## config.mk

```make
export PLATFORM = sky130hd
export DESIGN_NAME = mqd_ctrl
export DESIGN_NICKNAME = d
export VERILOG_FILES = /design/src/hdl/mqd_pkg.sv /design/src/hdl/mqd_ctrl.sv
export SDC_FILE = /design/constraint.sdc
export NUM_CORES = 1
export LEC_CHECK = 0
export BUFFER_PORTS_ARGS = -buffer_cell sky130_fd_sc_hd__buf_2
export CAP_MARGIN = 20
export CORE_AREA = 2 2 39 41
export CTS_CLUSTER_DIAMETER = 80
export DETAILED_ROUTE_END_ITERATION = 16
export DIE_AREA = 0 0 41 43
export HOLD_SLACK_MARGIN = 0.03
export SLEW_MARGIN = 20
export SYNTH_ARGS = -nofsm -noshare
export SYNTH_HDL_FRONTEND = slang
export SYNTH_SLANG_ARGS = --single-unit
```

## constraint.sdc

```tcl
create_clock -name clk_i -period 1.2 [get_ports clk_i]
set_input_delay 0.24 -clock clk_i [delete_from_list [all_inputs] [get_ports clk_i]]
set_output_delay 0.24 -clock clk_i [all_outputs]
set_load 0.01 [all_outputs]
```

## src/hdl/mqd_pkg.sv

```systemverilog
package mqd_pkg;

  localparam int unsigned MaxSegmentBytes = 4096;
  localparam int unsigned NumContexts     = 19;

  typedef enum logic [1:0] {
    FUNC_CLEAR  = 2'd0,
    FUNC_APPEND = 2'd1,
    FUNC_INIT   = 2'd2,
    FUNC_DECODE = 2'd3
  } func_e;

  typedef enum logic [2:0] {
    S_IDLE,
    S_INIT,
    S_RD0,
    S_RD1,
    S_APPLY,
    S_DEC,
    S_REN,
    S_DONE
  } state_e;

  typedef struct packed {
    logic accept;
    logic clear;
    logic append;
    logic init_regs;
    logic rd_next;
    logic capture_b0;
    logic apply;
    logic apply_init;
    logic decode;
    logic shift;
    logic load_out;
  } cmd_t;

  typedef struct packed {
    logic cx_ok;
    logic dec_renorm;
    logic bc_zero;
    logic shift_done;
    logic out_busy;
  } sts_t;

  typedef struct packed {
    logic [15:0] qe;
    logic [5:0]  next_mps;
    logic [5:0]  next_lps;
    logic        flip;
  } prob_row_t;

  function automatic prob_row_t prob_row(input logic [5:0] row);
    prob_row_t r;
    r = '{16'h5601, 6'd46, 6'd46, 1'b0};
    unique case (row)
      6'd0:  r = '{16'h5601, 6'd1,  6'd1,  1'b1};
      6'd1:  r = '{16'h3401, 6'd2,  6'd6,  1'b0};
      6'd2:  r = '{16'h1801, 6'd3,  6'd9,  1'b0};
      6'd3:  r = '{16'h0AC1, 6'd4,  6'd12, 1'b0};
      6'd4:  r = '{16'h0521, 6'd5,  6'd29, 1'b0};
      6'd5:  r = '{16'h0221, 6'd38, 6'd33, 1'b0};
      6'd6:  r = '{16'h5601, 6'd7,  6'd6,  1'b1};
      6'd7:  r = '{16'h5401, 6'd8,  6'd14, 1'b0};
      6'd8:  r = '{16'h4801, 6'd9,  6'd14, 1'b0};
      6'd9:  r = '{16'h3801, 6'd10, 6'd14, 1'b0};
      6'd10: r = '{16'h3001, 6'd11, 6'd17, 1'b0};
      6'd11: r = '{16'h2401, 6'd12, 6'd18, 1'b0};
      6'd12: r = '{16'h1C01, 6'd13, 6'd20, 1'b0};
      6'd13: r = '{16'h1601, 6'd29, 6'd21, 1'b0};
      6'd14: r = '{16'h5601, 6'd15, 6'd14, 1'b1};
      6'd15: r = '{16'h5401, 6'd16, 6'd14, 1'b0};
      6'd16: r = '{16'h5101, 6'd17, 6'd15, 1'b0};
      6'd17: r = '{16'h4801, 6'd18, 6'd16, 1'b0};
      6'd18: r = '{16'h3801, 6'd19, 6'd17, 1'b0};
      6'd19: r = '{16'h3401, 6'd20, 6'd18, 1'b0};
      6'd20: r = '{16'h3001, 6'd21, 6'd19, 1'b0};
      6'd21: r = '{16'h2801, 6'd22, 6'd19, 1'b0};
      6'd22: r = '{16'h2401, 6'd23, 6'd20, 1'b0};
      6'd23: r = '{16'h2201, 6'd24, 6'd21, 1'b0};
      6'd24: r = '{16'h1C01, 6'd25, 6'd22, 1'b0};
      6'd25: r = '{16'h1801, 6'd26, 6'd23, 1'b0};
      6'd26: r = '{16'h1601, 6'd27, 6'd24, 1'b0};
      6'd27: r = '{16'h1401, 6'd28, 6'd25, 1'b0};
      6'd28: r = '{16'h1201, 6'd29, 6'd26, 1'b0};
      6'd29: r = '{16'h1101, 6'd30, 6'd27, 1'b0};
      6'd30: r = '{16'h0AC1, 6'd31, 6'd28, 1'b0};
      6'd31: r = '{16'h09C1, 6'd32, 6'd29, 1'b0};
      6'd32: r = '{16'h08A1, 6'd33, 6'd30, 1'b0};
      6'd33: r = '{16'h0521, 6'd34, 6'd31, 1'b0};
      6'd34: r = '{16'h0441, 6'd35, 6'd32, 1'b0};
      6'd35: r = '{16'h02A1, 6'd36, 6'd33, 1'b0};
      6'd36: r = '{16'h0221, 6'd37, 6'd34, 1'b0};
      6'd37: r = '{16'h0141, 6'd38, 6'd35, 1'b0};
      6'd38: r = '{16'h0111, 6'd39, 6'd36, 1'b0};
      6'd39: r = '{16'h0085, 6'd40, 6'd37, 1'b0};
      6'd40: r = '{16'h0049, 6'd41, 6'd38, 1'b0};
      6'd41: r = '{16'h0025, 6'd42, 6'd39, 1'b0};
      6'd42: r = '{16'h0015, 6'd43, 6'd40, 1'b0};
      6'd43: r = '{16'h0009, 6'd44, 6'd41, 1'b0};
      6'd44: r = '{16'h0005, 6'd45, 6'd42, 1'b0};
      6'd45: r = '{16'h0001, 6'd45, 6'd43, 1'b0};
      default: r = '{16'h5601, 6'd46, 6'd46, 1'b0};
    endcase
    return r;
  endfunction

endpackage

```

## src/hdl/mqd_ctrl.sv

```systemverilog
module mqd_ctrl (
  input  logic            clk_i,
  input  logic            rst_ni,
  input  logic            in_valid_i,
  output logic            in_stall_o,
  input  logic [1:0]      func_i,
  input  mqd_pkg::sts_t   sts_i,
  output mqd_pkg::cmd_t   cmd_o,
  output mqd_pkg::state_e state_o
);
  import mqd_pkg::*;

  state_e state_q, state_d;
  logic   init_mode_q;
  logic   accept;
  func_e  func;

  assign func       = func_e'(func_i);
  assign in_stall_o = (state_q != S_IDLE);
  assign accept     = in_valid_i && !in_stall_o;
  assign state_o    = state_q;

  always_comb begin
    state_d = state_q;
    unique case (state_q)
      S_IDLE: begin
        if (accept && func == FUNC_INIT) state_d = S_INIT;
        else if (accept && func == FUNC_DECODE) state_d = S_DEC;
      end
      S_INIT:  state_d = S_RD0;
      S_RD0:   state_d = S_RD1;
      S_RD1:   state_d = S_APPLY;
      S_APPLY: state_d = init_mode_q ? S_IDLE : S_REN;
      S_DEC:   state_d = (sts_i.cx_ok && sts_i.dec_renorm) ? S_REN : S_DONE;
      S_REN: begin
        if (sts_i.bc_zero) state_d = S_RD0;
        else if (sts_i.shift_done) state_d = S_DONE;
      end
      S_DONE:  state_d = sts_i.out_busy ? S_DONE : S_IDLE;
      default: state_d = S_IDLE;
    endcase
  end

  always_comb begin
    cmd_o        = '0;
    cmd_o.accept = accept;
    unique case (state_q)
      S_IDLE: begin
        cmd_o.clear  = accept && (func == FUNC_CLEAR);
        cmd_o.append = accept && (func == FUNC_APPEND);
      end
      S_INIT:  cmd_o.init_regs = 1'b1;
      S_RD0:   cmd_o.rd_next = 1'b0;
      S_RD1: begin
        cmd_o.rd_next    = 1'b1;
        cmd_o.capture_b0 = 1'b1;
      end
      S_APPLY: begin
        cmd_o.apply      = 1'b1;
        cmd_o.apply_init = init_mode_q;
      end
      S_DEC:   cmd_o.decode = 1'b1;
      S_REN:   cmd_o.shift = !sts_i.bc_zero;
      S_DONE:  cmd_o.load_out = !sts_i.out_busy;
      default: cmd_o = '0;
    endcase
  end

  always_ff @(posedge clk_i or negedge rst_ni) begin
    if (!rst_ni) begin
      state_q     <= S_IDLE;
      init_mode_q <= 1'b0;
    end else begin
      state_q <= state_d;
      if (state_q == S_INIT) init_mode_q <= 1'b1;
      else if (state_q == S_DEC) init_mode_q <= 1'b0;
    end
  end

endmodule
```

---- After elaboration in Yosys (flattened, before gate mapping) ----
Index checks and enable logic that the tools add are counted.
storage, ports and cells
  flip-flop bits (word level) ............. 4
  output and inout port bits .............. 15
  word-level logic and storage cells ...... 45
cells by class
  eq/ne operators ......................... 12
  muxes and demuxes ....................... 17
  reduce and logical (&&, ||, !) cells .... 14
operator list
  kind                  count
  $pmux W3 S8           1
  $mux W3               6
  $eq A3 B3 Y1 const B  4
  $mux W1               8
  $eq A3 B2 Y1 const B  2
  $logic_and A1 B1 Y1   6
  $ne A3 B3 Y1 const B  2
  $eq A2 B2 Y1 const B  2
  $mux W2               2
  $eq A3 B1 Y1 const B  1
  $logic_not A1 Y1      3
  $logic_not A3 Y1      1
  $reduce_bool A3 Y1    1
  $eq A2 B1 Y1 const B  1
  $logic_not A2 Y1      1
  $reduce_and A2 Y1     1
  $reduce_bool A2 Y1    1

---- Longest topological paths before layout ----
  word-level depth ........................ 7
  mapped depth ............................ 5

---- Worst setup path after synthesis ----
Ideal clock, no wire load.
  path kind ............................... reg2out
  start point ............................. register state_q[0], in the netlist state_o[0]
  end point ............................... output cmd_o[8] (netlist name)
  arrival time ............................ 1.217 ns
  required time ........................... 0.960 ns
  path slack .............................. -0.257 ns
  stages on the path, launching flop included .. 5
  path through ............................ dfrtp_1 > buf_2 > nor2_1 > nand3_1 > nor3b_1
RTL lines
  element                 line            text
  from (decl)             mqd_ctrl.sv:13  state_e state_q, state_d;
  from (signal assigned)  mqd_ctrl.sv:74  state_q <= state_d;
  to (decl)               mqd_ctrl.sv:8   output mqd_pkg::cmd_t cmd_o,

==> metrics.md <==
| Metric | Value |
|---|---|
| Final worst slack | -291 ps |
| Tot Pwr | 0.00185 W |
| DR pass1 iterations | 4 |
| Buf+Inv Stages, Crit Path | 1 |
| Family with the most delay on the worst path | flip-flops |
| Asr flop ratio synth | 1.00 |
| Fillers | 131 |
| Clock slew at reported path FFs | 50 ps |
| Worst skew pair latency | 260 ps |
| Placed Instance Area | 582 um^2 |
| EDFF count, synth | 0 |
| IO Pins | 25 |
| Post-synth top area share | 0.269 |
| Die X | 41 um |
| Crit Path Class | flop to primary output |
| CTS Buf Count | 3 |
| Nets | 98 |
| CTS H-tree depth | 1 |
| Yosys top cell by area | dfrtp_1 |
| Distinct cells, synth | 29 |
| WL final | 1350 um |
| Multi-input gate area | 288 um^2 |
| Min Tclk post-route | 1490 ps |
| Mapped Cells | 46 |
| Die footprint | 1760 um^2 |
| Register cell area after layout | 103 um^2 |
| Failing checks | setup timing |
| Most common cell in the netlist | nor2_1 |
| Largest net degree at the start of global routing | 10 |
| Crit path max fanout | 6 |
| Vias post-DR | 515 |
| Area Growth Syn to Fin | 96.3% |
| Starting Density | 0.269 |
| RSZ-0062 raised after global routing | true |
| PD cells | 2530 nW/um^2 |
| Seq cells post-synth | 4 |
| Max stage delay on crit path | 450 ps |
| Slew @ Worst Pin | 267 ps |
| Dpl hpwl | 893 um |
| Leak | 0.381 nW |
| Critical path startpoint category | flop |
| CP startpoint | state_o[1] |
| Final Skew | 9.59 ps |
| Max Fclk | 671 MHz |
| Hold Path Class | input port to async pin |
| Syn_area_per_cell | 8.08 um^2 |
| Reg-to-reg startpoint | state_o[1] |
| Tcrit/Tclk final | 1.24 |
| # DRC | 0 |
| DIE HEIGHT | 43 um |
| Wirelength per Cell | 13.1 um |
| Slowest CP cell | dfrtp_2 |
| Top post-synthesis cells by area | dfrtp_1 (27%), nor2_1 (5.1%), nor3_1 (4.0%), buf_4 (4.0%), inv_1 (4.0%) |
| Via density | 5.00 |
| CP Capture Type | primary output |
| Final setup viols | 17 |
| Layout Cells excl Fill | 103 |
| Clk root buf | clkbuf_4 |
| Critical Path AT | 1250 ps |
| Status | finished with violations |
| Synthesized area | 372 um^2 |
| Worst vdd ir | 1040 uV |
| Commonest cells post-synth | nor2_1 (5), dfrtp_1 (4), inv_1 (4) |
| Final ANT Viol Nets | 0 |
| CTS tree | done |
| Design area | 729 um^2 |
| Vias in the first global route | 476 |
| Slew Limit Fails | 0 |
| DR iter-0 viols | 10 |
| CTS Buffer Depth | 2 |
| Primary FF master, synth | dfrtp_1 |
| Row count | 14 |
| Core Footprint | 1380 um^2 |
| Critical path cell sequence | nor2_4 > nand3_4 > nor3_2 > buf_2 |
| Seq/Total Area, Yosys | 0.269 |
| YS warnings | 0 |
| Gr usage total | 0.174 |
| Number of I/O port buffers | 24 |
| Placed Cells | 92 |
| Synth Net Count | 56 |
| Hold Fails Final Rpt | 0 |
| Worst endpoint required time | 960 ps |
| Initial antenna violation count | 0 |
| ANT cells | 0 |
| Maxcap violations | 0 |
| Final global-route overflow total | 0 |
| Clk sinks | 4 |
| Placer Congestion | 0.812 |
| Layout cells sized above 1 | 0.690 |
| First-pass GRT wire length | 2000 um |
| Rel. slew slack | 0.819 |
-- routing by layer --
metal,wire length (um),global-route usage,share of wire,vias up
li1,-,-,-,247
met1,562,0.197,0.42,243
met2,693,0.266,0.51,20
met3,66,0.0628,0.049,5
met4,30,0.100,0.022,0
met5,0,0,0,-
-- through the flow --
| step | setup WS, ps | setup TNS [ps] | hold slack (ps) | utilization |
|---|---|---|---|---|
| after CTS | -291 | -3130 | 316 | 0.476 |
| after detailed placement | -155 | -571 | 45.4 | 0.420 |
| after floorplan | -111 | -272 | -55.6 | - |
| after global placement | -170 | -583 | 46.0 | 0.420 |
| after global routing | -368 | -4460 | 315 | 0.527 |
| final | -291 | -3470 | 315 | 0.527 |
-- power breakdown --
group          switching [W]  internal, W  total, W
sequential          0.000107     0.000213  0.000319
clock              0.0000776     0.000126  0.000204
combinational       0.000612     0.000712   0.00132
total               0.000796      0.00105   0.00185
-- registers in the layout (all words and copies together), names as in the netlist --
signal / cells
state_o: 3
init_mode_q: 1
-- final cells by class --
type | instances | area share
well taps | 16 | 0.0274
flip-flops and latches | 4 | 0.141
clock buffers | 4 | 0.0360
repair buffers | 42 | 0.381
multi-input cells | 33 | 0.395
inverters | 4 | 0.0206
-- cell families after synthesis --
kind of cell | after synthesis | share of synthesized area
AO/OA/AOI/OAI | 9 | 0.168
buffers and inverters | 9 | 0.138
flip-flops | 4 | 0.269
multiplexers | 1 | 0.0269
AND/OR/NAND/NOR | 23 | 0.397
-- worst reg2reg max path: stages (launching register included) --
cell and delay [ps]:
dfrtp_2 450, or3_4 400, buf_6 130, a21oi_4 120, and4bb_1 210
-- path summary, 6_finish.rpt --
path                               end  slack, ps  depth (start not counted)
setup / recovery              cmd_o[9]       -290                          4
hold / removal             init_mode_q        310                          2
setup reg to reg            state_o[0]       -210                          4
hold reg to reg            init_mode_q        540                          1
max in group asynchronous   state_o[1]        740                          2
min in group clk_i          state_o[1]        330                          3
-- timing repair --
| action | CTS | global route |
|---|---|---|
| hold endpoints to repair | 4 | 0 |
| resized for setup | 6 | 8 |
| hold buffers | 1 | 0 |
| endpoints found under the setup margin | 16 | 17 |
| setup buffers | 2 | 4 |
| pin swaps | 4 | 4 |
-- cell usage in the layout, fill, tap and decap left out, types with 2 or more instances in the layout --
cell / count
nor2_1: 3
dfrtp_2: 2
buf_2: 22
buf_6: 4
inv_1: 3
nor3_2: 3
clkbuf_4: 3
dfrtp_1: 2
buf_4: 15
(Power assumes the default switching activity.)
